<file path="src/cpmt_pkg.sv">
`default_nettype none

package cpmt_pkg;

  localparam int ENTRIES = 32;
  localparam int ADDR_W  = 24;
  localparam int BYTE_W  = 8;
  localparam int IDX_W   = 5;

  localparam logic [ADDR_W-1:0] FOLD_TEST = 24'h40e000;
  localparam logic [ADDR_W-1:0] FOLD_BASE = 24'h7e0000;
  localparam logic [ADDR_W-1:0] FOLD_OFFS = 24'h001fff;
  localparam logic [BYTE_W-1:0] NO_DATA   = 8'h00;

  typedef enum logic {
    OP_WRITE = 1'b0,
    OP_READ  = 1'b1
  } op_e;

  typedef enum logic [2:0] {
    ST_IDLE   = 3'b001,
    ST_MATCH  = 3'b010,
    ST_SELECT = 3'b100
  } state_e;

  typedef struct packed {
    logic capture;
    logic match;
    logic load;
  } cmd_t;

  typedef struct packed {
    logic out_free;
  } sts_t;

  // low-ram mirror: banks 00-3f/80-bf, offsets 0000-1fff go to 7e
  function automatic logic [ADDR_W-1:0] fold_addr(input logic [ADDR_W-1:0] a);
    logic [ADDR_W-1:0] r;
    if ((a & FOLD_TEST) == '0) begin
      r = FOLD_BASE | (a & FOLD_OFFS);
    end else begin
      r = a;
    end
    return r;
  endfunction

endpackage

`default_nettype wire

</file>
<file path="src/cpmt_if.sv">
`default_nettype none

interface cpmt_req_if;
  logic                          valid;
  logic                          ready;
  logic                          operation;
  logic [cpmt_pkg::IDX_W-1:0]    entry_index;
  logic [cpmt_pkg::ADDR_W-1:0]   address;
  logic [cpmt_pkg::BYTE_W-1:0]   patch_byte;
  logic                          entry_enable;

  modport source (output valid, operation, entry_index, address, patch_byte, entry_enable,
                  input ready);
  modport sink (input valid, operation, entry_index, address, patch_byte, entry_enable,
                output ready);
endinterface

interface cpmt_rsp_if;
  logic                          valid;
  logic                          ready;
  logic                          hit;
  logic [cpmt_pkg::BYTE_W-1:0]   read_data;

  modport source (output valid, hit, read_data, input ready);
  modport sink (input valid, hit, read_data, output ready);
endinterface

interface cpmt_cfg_if;
  logic valid;
  logic ready;
  logic system_enable;

  modport source (output valid, system_enable, input ready);
  modport sink (input valid, system_enable, output ready);
endinterface

`default_nettype wire

</file>
<file path="src/cpmt_ctrl.sv">
`default_nettype none

module cpmt_ctrl (
  input  wire logic           clk_i,
  input  wire logic           rst_ni,
  input  wire logic           in_valid_i,
  output logic                in_ready_o,
  input  wire cpmt_pkg::sts_t sts_i,
  output cpmt_pkg::cmd_t      cmd_o
);

  cpmt_pkg::state_e state_q, state_d;

  assign in_ready_o = (state_q == cpmt_pkg::ST_IDLE);

  always_comb begin
    state_d       = state_q;
    cmd_o.capture = 1'b0;
    cmd_o.match   = 1'b0;
    cmd_o.load    = 1'b0;
    unique case (state_q)
      cpmt_pkg::ST_IDLE: begin
        if (in_valid_i) begin
          cmd_o.capture = 1'b1;
          state_d       = cpmt_pkg::ST_MATCH;
        end
      end
      cpmt_pkg::ST_MATCH: begin
        cmd_o.match = 1'b1;
        state_d     = cpmt_pkg::ST_SELECT;
      end
      cpmt_pkg::ST_SELECT: begin
        // wait until the output register is free
        if (sts_i.out_free) begin
          cmd_o.load = 1'b1;
          state_d    = cpmt_pkg::ST_IDLE;
        end
      end
      default: begin
        state_d = cpmt_pkg::ST_IDLE;
      end
    endcase
  end

  always_ff @(posedge clk_i or negedge rst_ni) begin
    if (!rst_ni) begin
      state_q <= cpmt_pkg::ST_IDLE;
    end else begin
      state_q <= state_d;
    end
  end

endmodule

`default_nettype wire

</file>
<file path="src/cpmt_dp.sv">
`default_nettype none

module cpmt_dp (
  input  wire logic                        clk_i,
  input  wire logic                        rst_ni,
  input  wire cpmt_pkg::cmd_t              cmd_i,
  output cpmt_pkg::sts_t                   sts_o,
  input  wire logic                        cfg_we_i,
  input  wire logic                        cfg_enable_i,
  input  wire logic                        operation_i,
  input  wire logic [cpmt_pkg::IDX_W-1:0]  entry_index_i,
  input  wire logic [cpmt_pkg::ADDR_W-1:0] address_i,
  input  wire logic [cpmt_pkg::BYTE_W-1:0] patch_byte_i,
  input  wire logic                        entry_enable_i,
  output logic                             rsp_valid_o,
  input  wire logic                        rsp_ready_i,
  output logic                             hit_o,
  output logic [cpmt_pkg::BYTE_W-1:0]      read_data_o
);

  logic                        sys_en_q;
  logic                        op_q;
  logic [cpmt_pkg::IDX_W-1:0]  idx_q;
  logic [cpmt_pkg::ADDR_W-1:0] addr_q;
  logic [cpmt_pkg::BYTE_W-1:0] byte_q;
  logic                        en_q;

  logic [cpmt_pkg::ADDR_W-1:0] slot_addr_q [cpmt_pkg::ENTRIES];
  logic [cpmt_pkg::BYTE_W-1:0] slot_byte_q [cpmt_pkg::ENTRIES];
  logic [cpmt_pkg::ENTRIES-1:0] slot_valid_q;

  logic [cpmt_pkg::ENTRIES-1:0] match_q, match_d;
  logic [cpmt_pkg::ENTRIES-1:0] first;
  logic [cpmt_pkg::ENTRIES-1:0] slot_we;
  logic [cpmt_pkg::BYTE_W-1:0]  sel_data;
  logic                         is_write;

  logic                         rsp_valid_q;
  logic                         hit_q;
  logic [cpmt_pkg::BYTE_W-1:0]  data_q;

  assign is_write = cmd_i.match && (op_q == cpmt_pkg::OP_WRITE);

  always_comb begin
    for (int i = 0; i < cpmt_pkg::ENTRIES; i++) begin
      slot_we[i] = is_write && (int'(idx_q) == i);
      match_d[i] = (op_q == cpmt_pkg::OP_READ) && sys_en_q && slot_valid_q[i]
                   && (slot_addr_q[i] == addr_q);
    end
  end

  // isolate the lowest set match bit, then gather its byte
  assign first = match_q & (~match_q + 1'b1);

  always_comb begin
    sel_data = cpmt_pkg::NO_DATA;
    for (int i = 0; i < cpmt_pkg::ENTRIES; i++) begin
      sel_data = sel_data | (first[i] ? slot_byte_q[i] : cpmt_pkg::NO_DATA);
    end
  end

  always_ff @(posedge clk_i) begin
    if (cmd_i.capture) begin
      op_q   <= operation_i;
      idx_q  <= entry_index_i;
      addr_q <= cpmt_pkg::fold_addr(address_i);
      byte_q <= patch_byte_i;
      en_q   <= entry_enable_i;
    end
    if (cmd_i.match) begin
      match_q <= match_d;
    end
    if (cmd_i.load) begin
      hit_q  <= |match_q;
      data_q <= sel_data;
    end
    for (int i = 0; i < cpmt_pkg::ENTRIES; i++) begin
      if (slot_we[i]) begin
        slot_addr_q[i] <= addr_q;
        slot_byte_q[i] <= byte_q;
      end
    end
  end

  always_ff @(posedge clk_i or negedge rst_ni) begin
    if (!rst_ni) begin
      sys_en_q     <= 1'b1;
      slot_valid_q <= '0;
      rsp_valid_q  <= 1'b0;
    end else begin
      if (cfg_we_i) begin
        sys_en_q <= cfg_enable_i;
      end
      for (int i = 0; i < cpmt_pkg::ENTRIES; i++) begin
        if (slot_we[i]) begin
          slot_valid_q[i] <= en_q;
        end
      end
      if (cmd_i.load) begin
        rsp_valid_q <= 1'b1;
      end else if (rsp_ready_i) begin
        rsp_valid_q <= 1'b0;
      end
    end
  end

  assign sts_o.out_free = !rsp_valid_q || rsp_ready_i;
  assign rsp_valid_o    = rsp_valid_q;
  assign hit_o          = hit_q;
  assign read_data_o    = data_q;

endmodule

`default_nettype wire

</file>
<file path="src/cheat_patch_match_table.sv">
// a result is registered after the capture, compare and select states; select waits while the output register is full
// one item at a time (capture, parallel compare, priority select); a new item is accepted only when idle
// the output register holds a result until taken; the next item is accepted meanwhile
// reset: asynchronous, active low; clears all slot valid flags, system enable goes to 1
// slot addresses and bytes are not cleared
`default_nettype none

module cheat_patch_match_table (
  input  wire logic  clk_i,
  input  wire logic  rst_ni,
  cpmt_cfg_if.sink   cfg_i,
  cpmt_req_if.sink   req_i,
  cpmt_rsp_if.source rsp_o
);

  cpmt_pkg::cmd_t cmd;
  cpmt_pkg::sts_t sts;
  logic           in_ready;

  assign cfg_i.ready = 1'b1;
  assign req_i.ready = in_ready;

  cpmt_ctrl u_ctrl (
    .clk_i      (clk_i),
    .rst_ni     (rst_ni),
    .in_valid_i (req_i.valid),
    .in_ready_o (in_ready),
    .sts_i      (sts),
    .cmd_o      (cmd)
  );

  cpmt_dp u_dp (
    .clk_i          (clk_i),
    .rst_ni         (rst_ni),
    .cmd_i          (cmd),
    .sts_o          (sts),
    .cfg_we_i       (cfg_i.valid),
    .cfg_enable_i   (cfg_i.system_enable),
    .operation_i    (req_i.operation),
    .entry_index_i  (req_i.entry_index),
    .address_i      (req_i.address),
    .patch_byte_i   (req_i.patch_byte),
    .entry_enable_i (req_i.entry_enable),
    .rsp_valid_o    (rsp_o.valid),
    .rsp_ready_i    (rsp_o.ready),
    .hit_o          (rsp_o.hit),
    .read_data_o    (rsp_o.read_data)
  );

endmodule

`default_nettype wire

</file>
<file path="src/flat_wrapper.sv">
// flat-port wrapper written by rule: the top's interface ports become plain ports
module cheat_patch_match_table_flat 
  (clk_i, rst_ni, cfg_i_valid, cfg_i_system_enable, cfg_i_ready, req_i_valid, req_i_operation, req_i_entry_index, req_i_address, req_i_patch_byte, req_i_entry_enable, req_i_ready, rsp_o_valid, rsp_o_hit, rsp_o_read_data, rsp_o_ready);
  cpmt_cfg_if cfg_i_i ();
  cpmt_req_if req_i_i ();
  cpmt_rsp_if rsp_o_i ();
  input  wire logic clk_i;
  input  wire logic rst_ni;
  input wire logic [$bits(cfg_i_i.valid)-1:0] cfg_i_valid;
  input wire logic [$bits(cfg_i_i.system_enable)-1:0] cfg_i_system_enable;
  output wire logic [$bits(cfg_i_i.ready)-1:0] cfg_i_ready;
  input wire logic [$bits(req_i_i.valid)-1:0] req_i_valid;
  input wire logic [$bits(req_i_i.operation)-1:0] req_i_operation;
  input wire logic [$bits(req_i_i.entry_index)-1:0] req_i_entry_index;
  input wire logic [$bits(req_i_i.address)-1:0] req_i_address;
  input wire logic [$bits(req_i_i.patch_byte)-1:0] req_i_patch_byte;
  input wire logic [$bits(req_i_i.entry_enable)-1:0] req_i_entry_enable;
  output wire logic [$bits(req_i_i.ready)-1:0] req_i_ready;
  output wire logic [$bits(rsp_o_i.valid)-1:0] rsp_o_valid;
  output wire logic [$bits(rsp_o_i.hit)-1:0] rsp_o_hit;
  output wire logic [$bits(rsp_o_i.read_data)-1:0] rsp_o_read_data;
  input wire logic [$bits(rsp_o_i.ready)-1:0] rsp_o_ready;
  assign cfg_i_i.valid = cfg_i_valid;
  assign cfg_i_i.system_enable = cfg_i_system_enable;
  assign cfg_i_ready = cfg_i_i.ready;
  assign req_i_i.valid = req_i_valid;
  assign req_i_i.operation = req_i_operation;
  assign req_i_i.entry_index = req_i_entry_index;
  assign req_i_i.address = req_i_address;
  assign req_i_i.patch_byte = req_i_patch_byte;
  assign req_i_i.entry_enable = req_i_entry_enable;
  assign req_i_ready = req_i_i.ready;
  assign rsp_o_valid = rsp_o_i.valid;
  assign rsp_o_hit = rsp_o_i.hit;
  assign rsp_o_read_data = rsp_o_i.read_data;
  assign rsp_o_i.ready = rsp_o_ready;
  cheat_patch_match_table u_core (.clk_i(clk_i), .rst_ni(rst_ni), .cfg_i(cfg_i_i), .req_i(req_i_i), .rsp_o(rsp_o_i));
endmodule
</file>
<file path="config.mk">
export PLATFORM = sky130hd
export DESIGN_NAME = cheat_patch_match_table_flat
export DESIGN_NICKNAME = d
export VERILOG_FILES = /design/src/cpmt_pkg.sv /design/src/cpmt_if.sv /design/src/cpmt_ctrl.sv /design/src/cpmt_dp.sv /design/src/cheat_patch_match_table.sv /design/src/flat_wrapper.sv
export SDC_FILE = /design/constraint.sdc
export NUM_CORES = 1
export LEC_CHECK = 0
export BUFFER_PORTS_ARGS = -buffer_cell sky130_fd_sc_hd__buf_2
export CAP_MARGIN = 5
export CORE_MARGIN = 3
export CORE_UTILIZATION = 50
export CTS_CLUSTER_DIAMETER = 80
export DETAILED_ROUTE_END_ITERATION = 16
export PLACE_DENSITY = 0.66
export SLEW_MARGIN = 30
export SYNTH_ARGS = -nofsm -noshare
export SYNTH_HDL_FRONTEND = slang
export SYNTH_SLANG_ARGS = --single-unit
</file>
<file path="constraint.sdc">
create_clock -name clk_i -period 7.59 [get_ports clk_i]
set_input_delay 0 -clock clk_i [delete_from_list [all_inputs] [get_ports clk_i]]
set_output_delay 0 -clock clk_i [all_outputs]
set_load 0.005 [all_outputs]
</file>
; Yosys cells after proc, flatten, opt, wreduce, memory -nomap -nowiden
; Memories as Yosys holds them, arrays and structs flattened.
; Cells that the tools add are included.
[classes]
add_sub_neg = 1
multipliers = 0
div = 0
n_lt_le_gt_ge = 0
n_eq_ne = 68
shift = 0
n_mux = 292
bitwise = 34
n_reduce_logical = 167
[ops]
columns = cell, count
row1 = $eq 24x24->1, 32
row2 = $mux 24, 31
row3 = $reduce_or 24->1, 31
row4 = $mux 8, 63
row5 = $mux 5, 62
row6 = $or 8x8->8, 31
row7 = $reduce_or 8->1, 31
row8 = $mux 1, 133
row9 = $logic_and 1x1->1, 98
row10 = $eq 5x5->1 const B, 16
row11 = $eq 5x4->1 const B, 8
row12 = $add 32x1->32 const B, 1
row13 = $and 32x32->32, 1
row14 = $not 32->32, 1
row15 = $reduce_or 32->1, 1
row16 = $logic_not 24->1, 1
row17 = $eq 5x3->1 const B, 4
row18 = $eq 5x2->1 const B, 2
row19 = $pmux 3 s3, 1
row20 = $mux 3, 2
row21 = $eq 5x1->1 const B, 1
row22 = $logic_not 5->1, 1
row23 = $eq 3x1->1 const B, 1
row24 = $eq 3x2->1 const B, 1
row25 = 8 further kinds, 8
[totals]
reg_bits = 117
latch_bits = 0
mem_bits_rw = 1024
romBits = 0
input_bits = 45
elab_cells = 608
n_memories = 2
[memory_table]
columns = name, words, word_bits, read_ports, rd_ports_with_merged_regs, write_ports, line
row1 = u_core.u_dp.slot_addr_q, 32, 24, 32, 0, 1, cpmt_dp.sv:28  ; logic [cpmt_pkg::ADDR_W-1:0] slot_addr_q [cpmt_pkg::ENTRIES];
row2 = u_core.u_dp.slot_byte_q, 32, 8, 32, 0, 1, cpmt_dp.sv:29  ; logic [cpmt_pkg::BYTE_W-1:0] slot_byte_q [cpmt_pkg::ENTRIES];

; Logic depth before layout (Yosys ltp)
; Gate-level depths: netlist (run 1).
[logic_depth]
ltp_word = 38
ltp_mapped = 9
depth_no_buf = 6

; Hierarchy
; Synthesis (run 1) repeated with hierarchy kept, for this count alone.
[hier_totals]
cells_unflattened = 2740
hier_area_um2 = 45930.3
[by_module_without_submodules]
columns = module, n_inst, cells_per_inst, area_each_um2
row1 = cpmt_dp, 1, 2726, 45757.6
row2 = cpmt_ctrl, 1, 12, 161.4
row3 = cheat_patch_match_table, 1, 2, 11.3

; Worst setup path before layout (run 1)
; OpenSTA, ideal clock, no wires.
[synth_path]
path_type = reg-to-reg
from = register u_core.u_ctrl.state_q[2]
to = register u_core.u_dp.slot_valid_q[16] in the netlist's numbering
t_arrival_ns = 3.939
slack_ns = 3.526
path_stages_with_launch = 7
path_buffers = 0
period_less_slack_ns = 4.064
cell_sequence = dfrtp_1 > nand2b_1 > nor3_1 > nand2_1 > or3_1 > nor3_1 > mux2_2
[synth_via]
elab_chain_cells = 4
[synth_rtl]
columns = element, line
row1 = from (decl), cpmt_ctrl.sv:12  ; cpmt_pkg::state_e state_q, state_d;
row2 = from (signal assigned), cpmt_ctrl.sv:47  ; state_q <= cpmt_pkg::ST_IDLE;
row3 = from (signal assigned), cpmt_ctrl.sv:49  ; state_q <= state_d;
row4 = $eq 3x2->1, cpmt_ctrl.sv:21  ; unique case (state_q)
row5 = $mux 1, cpmt_ctrl.sv:21
row6 = $logic_and 1x1->1, cpmt_dp.sv:42  ; assign is_write = cmd_i.match && (op_q == cpmt_pkg::OP_WRITE);
row7 = $logic_and 1x1->1, cpmt_dp.sv:46  ; slot_we[i] = is_write && (int'(idx_q) == i);
row8 = named net u_core.u_dp.slot_we (one bit), cpmt_dp.sv:34  ; logic [cpmt_pkg::ENTRIES-1:0] slot_we;
row9 = "to (signal, indexed assignment)", cpmt_dp.sv:96  ; slot_valid_q[i] <= en_q;
row10 = to (decl), cpmt_dp.sv:30  ; logic [cpmt_pkg::ENTRIES-1:0] slot_valid_q;
; The timed path passes the listed nets, and every way through them passes these cells.
; A chain may end at the register's enable or synchronous reset.

; Worst setup path in the final report (run 1)
[layout_path]
from = register u_core.u_dp.match_q[1] in the netlist's numbering
to = register u_core.u_dp.data_q (netlist bit u_core.u_dp.read_data_o[1]) (data pin)
[layout_via]
elab_chain_cells = 35
word_cells_on_any_way = 65
[layout_rtl]
columns = element, line
row1 = from (decl), cpmt_dp.sv:32  ; logic [cpmt_pkg::ENTRIES-1:0] match_q, match_d;
row2 = from (signal assigned), cpmt_dp.sv:71  ; match_q <= match_d;
row3 = $not 32->32, cpmt_dp.sv:53  ; assign first = match_q & (~match_q + 1'b1);
row4 = $add 32x1->32, cpmt_dp.sv:53
row5 = $and 32x32->32 *, cpmt_dp.sv:53
row6 = $mux 8, cpmt_dp.sv:58  ; sel_data = sel_data | (first[i] ? slot_byte_q[i] : cpmt_pkg::NO_DATA);
row7 = $or 8x8->8 (30 in series), cpmt_dp.sv:58
row8 = $or 8x8->8 *, cpmt_dp.sv:58
row9 = named net u_core.u_dp.sel_data (one bit), cpmt_dp.sv:35  ; logic [cpmt_pkg::BYTE_W-1:0] sel_data;
row10 = to (signal assigned), cpmt_dp.sv:75  ; data_q <= sel_data;
row11 = to (decl), cpmt_dp.sv:40  ; logic [cpmt_pkg::BYTE_W-1:0] data_q;
; Mark *: on every way through the listed nets, which the timed path passes. The rest lies on a longest branch.

==> flow_summary.yaml, run 1 <==
pwr:
  power_mw: 15.13
  sequentialPowerShare_pct: 49.5
  intPower_mw: 11.19
  switching_share_pct: 26.04
  clock_power_share_pct: 36.8
  comb_power_share_pct: 13.7
  cellLeakagePower_nw: 16.91
  p_per_area_nw_per_um2: 288.0
  vdd_ir_drop_max_v: 0.0002145
  power.switching_mw: 3.939
setup_path:
  worst_setup_path_start_kind: "flop"
  r2r-start: "u_core.u_dp.match_q[1]$_DFFE_PP_"
  required_ns: 8.02
  cp.arrival_ns: 3.99
  worstSetupEndpointType: "flop"
  r2r_end: "u_core.u_dp.read_data_o[1]$_DFFE_PP_"
  critPathLaunch: "u_core.u_dp.match_q[1]$_DFFE_PP_"
  r2r_slack_ns: 4.03
  reg2reg_depth: 6
  cp_max_fo: 24
  worst-setup-path-type: "reg -> reg"
yosys:
  syn_area_um2: 46050
  synth_edf_count: 1104
  yosysSeqAreaShare_pct: 74.01
  yosys.area.top_type: "edfxtp_1"
  synthTopCellsByArea: "edfxtp_1 (72%), xor2_1 (9.1%), xnor2_1 (5.5%)"
  synth_top_area_share_pct: 71.99
  synth-seq-cells: 1141
  yosys_warnings: 0
  syn_nets: 2816
  ys_types: 62
  synth_ff_type: "edfxtp_1"
  async_flop_share_pct: 3.243
  synthCells: 2771
  syn_avg_cell_area_um2: 16.62
cells_and_area:
  fin_nets: 2984
  antenna_cells: 0
  layout-drive-gt1-share_pct: 13.40
  mostFrequentLayoutCells: "edfxtp_1 (1104), xor2_1 (480), xnor2_1 (288)"
  final_common_cell: "edfxtp_1"
  stdcell_count: 4213
  fillers: 6808
  final_core_util_pct: 57.90
  area_growth_pct: 14.04
cts:
  clkTransAtPathRegs_ns: 0.06
  ctsResizeCount: 0
  clkSinkCount: 1141
  clkLatencyLatePin_ns: 0.70
  cts.htree.levels: 3
  cts_root_buffer: "clkbuf_16"
  cts_made_buffers: 112
  cts_tree: "built"
  cts_buffer_depth: 3
timing:
  whs_ns: 0.03244
  tightestPinTransition_ns: 0.9548
  rsz0062_at_grt: "false"
  hold_violations: 0
  final_max_slew_viol_count: 0
  fin_skew_ns: 0.04103
  finalCritPeriodShare_pct: 46.88
  period_needed_ns: 3.558
  fin_setup_tns_ns: 0
  fmax_mhz: 281.0
  finalSetupViolCount: 0
  maxSlewHeadroom_pct: 36.21
min_path:
  hold_end: "u_core.u_dp.byte_q[3]$_DFFE_PP_"
  min_path_cells: 2
  min_from: "req_i_patch_byte[3]"
  hold_class: "in -> reg"
global_route:
  grt_start_max_net_pins: 65
  track_usage_pct: 23.38
  grt_pass1_vias: 24950
  grt_pass1_wl_um: 164500
  antenna_found_initial: 0
  grt.overflow.total: 0
run_status:
  status: "completed"
placement:
  dpl.hpwl_um: 62940
  placement.io_buffers: 55
  numPlacedInstances: 3947
  place_congestion: 0.8947
floorplan:
  row_count: 110
  coreArea_um2: 90700
  design.die.area_um2: 95770
  boundaryPins: 57
  start_util_pct: 50.77
  die_w_um: 309.5
  die_y_um: 309.5
drt:
  drc_errors: 0
  via_per_inst: 5.826
  wl_um: 111300
  drt_iter0_markers: 2367
  wl_per_cell_um: 26.42
  ant_nets: 0
  dr.pass1.iters: 7
  vias: 24550
flow_run:
  cap_violations: 0
-- synth_stat cells (35+ instances only) --
cell type,count
clkbuf_1,66
xnor2_1,288
nor2_1,43
buf_1,68
nor3_1,56
nand3_1,44
nor4_1,138
edfxtp_1,1104
a22oi_1,35
nand4_1,104
dfrtp_1,35
nand2_1,42
xor2_1,480
-- worst max-delay path: stages (launching register included) --
cell and delay, ns:
edfxtp_1 0.63, or3_1 0.71, a2111oi_0 0.18, a2111oi_0 0.79, and3_1 0.32, nand3_1 0.13, or4_1 0.53
-- sequential cells by signal, indices dropped and copies added (netlist names) --
name and flops:
u_core.u_dp.en_q 1, u_core.u_dp.hit_o 1, u_core.u_dp.sys_en_q 1, u_core.u_ctrl.state_q 3
u_core.u_dp.read_data_o 8, u_core.u_dp.match_q 32, u_core.u_dp.addr_q 24, u_core.u_dp.slot_byte_q 256
u_core.u_dp.op_q 1, u_core.u_dp.byte_q 8, u_core.u_dp.slot_addr_q 768, u_core.u_dp.idx_q 5
u_core.u_dp.slot_valid_q 32, u_core.u_dp.rsp_valid_o 1
-- power groups by stage --
stage,Combinational (mW),Clock [mW],Sequential [mW]
6_report,2.08,5.57,7.49
3_3_place_gp,2.01,0,7.60
2_1_floorplan,1.14,0,7.66
4_1_cts,2.10,5.65,7.48
5_1_grt,2.23,5.92,7.49
3_5_place_dp,2.07,0,7.61
-- kinds of logic (layout without fill, tap and decap cells) --
| logic type | count (synthesis) | count (layout) | synth area share [%] |
|---|---|---|---|
| AND/OR/NAND/NOR | 535 | 535 | 6.937 |
| flip-flops | 1141 | 1141 | 74.01 |
| buffers and inverters | 150 | 416 | 1.258 |
| other | 1 | 1 | 0.008143 |
| AO/OA/AOI/OAI | 143 | 143 | 2.375 |
| multiplexers | 33 | 33 | 0.8070 |
| XOR/XNOR | 768 | 768 | 14.61 |
-- repair_timing --
action / 4_1_cts / 5_1_grt
hold buffers: 52 / 0
hold endpoints to repair: 80 / 0
buffers inserted: 0 / 0
-- metal layers --
layer | wire (µm) | global-route usage [%] | up-vias
li1 | - | - | 10810
met1 | 48160 | 32.85 | 12730
met2 | 54140 | 38.87 | 841
met3 | 6479 | 3.311 | 158
met4 | 2514 | 5.902 | 0
met5 | 0 | 0 | -
-- cell type report --
type	count	area, µm²	share of cell area, %
Timing Repair Buffer	194	1639	3.121
Tap cell	1176	1471	2.802
Multi-Input combinational cell	1480	11540	21.97
Inverter	10	37.54	0.07148
Sequential cell	1141	34080	64.90
Clock buffer	153	3127	5.954
Clock inverter	59	621.8	1.184
-- how the worst max path moves through the flow --
stage                                                           to  slack [ns]  cells after the start
after global placement    u_core.u_dp.slot_valid_q[14]$_DFFE_PN0P_        3.90                      6
after floorplan           u_core.u_dp.slot_valid_q[16]$_DFFE_PN0P_        3.53                      6
after CTS                     u_core.u_dp.read_data_o[1]$_DFFE_PP_        4.06                      6
final                         u_core.u_dp.read_data_o[1]$_DFFE_PP_        4.03                      6
after global routing          u_core.u_dp.read_data_o[1]$_DFFE_PP_        3.85                      6
after detailed placement      u_core.u_dp.read_data_o[1]$_DFFE_PP_        4.07                      6
-- metrics by stage --
step / setup WS, ns / instance area (µm²)
detailed placement: 4.068 / 48190
finish: 4.032 / 52520
global placement: 3.896 / 48180
CTS: 4.055 / 52460
global route: 3.846 / 52520
floorplan: 3.526 / 46050
Note: power is estimated with default switching activity, not from simulation.
==> run 2: changes to the inputs <==
--- a/config.mk
+++ b/config.mk
@@ -11,7 +11,7 @@
 export CORE_UTILIZATION = 50
 export CTS_CLUSTER_DIAMETER = 80
 export DETAILED_ROUTE_END_ITERATION = 16
-export PLACE_DENSITY = 0.66
+export PLACE_DENSITY = 0.68
 export SLEW_MARGIN = 30
 export SYNTH_ARGS = -nofsm -noshare
 export SYNTH_HDL_FRONTEND = slang
==> constraint.sdc (replaced) <==
create_clock -name clk_i -period 3 [get_ports clk_i]
set_input_delay 0 -clock clk_i [delete_from_list [all_inputs] [get_ports clk_i]]
set_output_delay 0 -clock clk_i [all_outputs]
set_load 0.005 [all_outputs]
==> flow_summary.yaml, run 2 (synthesis gave the netlist of run 1 again) <==
drt:
  wl_um: 111600
  wl_per_cell_um: 25.44
  dr.pass1.iters: 5
  drt_iter0_markers: 2540
  ant_nets: 0
  via_per_inst: 5.720
  vias: 25100
  drc_errors: 0
setup_path:
  cpMostUsedCell: "or4_1"
  path_depth: 6
  r2r-start: "u_core.u_dp.match_q[4]$_DFFE_PP_"
  slowest_delay_ns: 0.65
  crit_family: "simple AND/OR/NAND/NOR gates"
  critPathLaunch: "u_core.u_dp.match_q[4]$_DFFE_PP_"
  crit_buf_inv: 0
  worst-setup-path-type: "reg -> reg"
  cp_max_fo: 7
  cp_slowest_cell: "or4_4"
  required_ns: 3.56
  reg2reg_depth: 6
  crit_path_end: "u_core.u_dp.read_data_o[0]$_DFFE_PP_"
  r2r_slack_ns: 0.23
  cp.arrival_ns: 3.33
  crit_path_cell_trace: "or4_1 > or4_4 > nor3_1 > a22oi_1 > nand3_1 > or4_1"
  r2r_end: "u_core.u_dp.read_data_o[0]$_DFFE_PP_"
  worstSetupEndpointType: "flop"
  worst_setup_path_start_kind: "flop"
cts:
  cts.htree.levels: 3
  cts_setup_buffers: 0
  cts_root_buffer: "clkbuf_16"
  cts_tree: "built"
  cts_buffer_depth: 3
  clkSinkCount: 1141
  clkTransAtPathRegs_ns: 0.06
  cts_made_buffers: 115
  clkLatencyLatePin_ns: 0.72
run_status:
  status: "completed"
placement:
  place_congestion: 0.9191
  postPlaceCellArea_um2: 50120
  dpl.hpwl_um: 67080
  pre_cts_ws_ns: 0.2884
  numPlacedInstances: 4094
  placement.io_buffers: 55
pwr:
  p_per_area_nw_per_um2: 709.0
  power_mw: 38.86
  vdd_ir_drop_max_v: 0.0005546
  cellLeakagePower_nw: 18.05
cells_and_area:
  stdcell_count: 4388
  antenna_cells: 0
  mostFrequentLayoutCells: "edfxtp_1 (1104), xor2_1 (480), xnor2_1 (288)"
  final_core_util_pct: 60.42
  largest_reg_flops: 768
  layout-drive-gt1-share_pct: 17.65
  postLayoutCellArea_um2: 54800
  area_growth_pct: 19.01
  fin_nets: 3156
  reg.largest.list: "u_core.u_dp.slot_addr_q: 768 flops, u_core.u_dp.slot_byte_q: 256 flops"
  final_common_cell: "edfxtp_1"
  largest_register: "u_core.u_dp.slot_addr_q"
  fillers: 6549
global_route:
  track_usage_pct: 23.36
  grt_start_max_net_pins: 65
  grt_pass1_wl_um: 165100
  grt.overflow.total: 0
  antenna_found_initial: 4
  grt_pass1_vias: 25800
floorplan:
  boundaryPins: 57
  design.die.area_um2: 95770
  coreArea_um2: 90700
  row_count: 110
  die_y_um: 309.5
  die_w_um: 309.5
  start_util_pct: 50.77
timing:
  hold_violations: 0
  period_needed_ns: 2.774
  fmax_mhz: 360.4
  fin_ws_ns: 0.2255
  fin_setup_tns_ns: 0
  finalSetupViolCount: 0
  final_max_slew_viol_count: 0
  maxSlewHeadroom_pct: 48.42
  rsz0062_at_grt: "false"
  fin_skew_ns: 0.03410
  finalCritPeriodShare_pct: 92.48
  whs_ns: 0.03627
  tightestPinTransition_ns: 0.7737
min_path:
  hold_class: "in -> reg"
  min_path_cells: 2
flow_run:
  cap_violations: 0
## run 2: cell count changes in the layout (fill, tap and decap cells not counted), moves of 3 or more
cell           change
buf_4             +85
buf_12            +62
dlygate4sd3_1     +23
clkinv_2          +10
nor3_2             -8
nor3_4             +8
clkbuf_1           -6
clkbuf_8           -4
clkinv_1           -4
clkinv_16          +4
clkinvlp_4         +4
clkbuf_16          +3
## run 2: power breakdown
group | leakage (nW) | internal (mW) | switching [mW]
Sequential | 10.5 | 18.5 | 0.317
Combinational | 5.69 | 1.91 | 3.70
Clock | 1.91 | 8.29 | 6.12
Total | 18.1 | 28.7 | 10.1
## run 2: worst register-to-register path: stages, from the launching register on
cell and delay, ns:
edfxtp_1 0.42, or4_1 0.58, or4_4 0.65, nor3_1 0.55, a22oi_1 0.13, nand3_1 0.15
or4_1 0.13
## run 2: layout make-up
type / count / area [µm²] / area share [%]
sequential: 1141 / 34080 / 62.19
clock buffer: 146 / 3124 / 5.701
tap: 1176 / 1471 / 2.685
multi-input combinational: 1480 / 11580 / 21.13
clock inverter: 72 / 779.5 / 1.422
inverter: 10 / 37.54 / 0.06849
timing repair buffer: 363 / 3731 / 6.808
## run 2: worst min-delay path by stage
| stage | start | end | slack, ns |
|---|---|---|---|
| final | req_i_entry_index[2] | u_core.u_dp.idx_q[2]$_DFFE_PP_ | 0.04 |
| after global routing | req_i_operation | u_core.u_dp.op_q$_DFFE_PP_ | 0.03 |
| after CTS | req_i_entry_index[2] | u_core.u_dp.idx_q[2]$_DFFE_PP_ | 0.002 |
| after detailed placement | rst_ni | u_core.u_dp.slot_valid_q[8]$_DFFE_PN0P_ | 0.07 |
| after global placement | req_i_address[1] | u_core.u_dp.addr_q[1]$_DFFE_PP_ | 0.18 |
| after floorplan | rst_ni | u_core.u_ctrl.state_q[1]$_DFFE_PN0P_ | -0.30 |
## run 2: metal layers
layer  wire, µm  global-route usage (%)  vias up
met5          0                       0        -
met4       3105                   7.107        0
met3       6413                   3.461      193
met2      54510                   39.00      790
met1      47600                   32.03    12950
li1           -                       -    11170
## run 2: timing repair
| item | in CTS | in global routing |
|---|---|---|
| gates resized for setup | 0 | 0 |
| hold endpoints to repair | 90 | 0 |
| hold buffers | 76 | 0 |
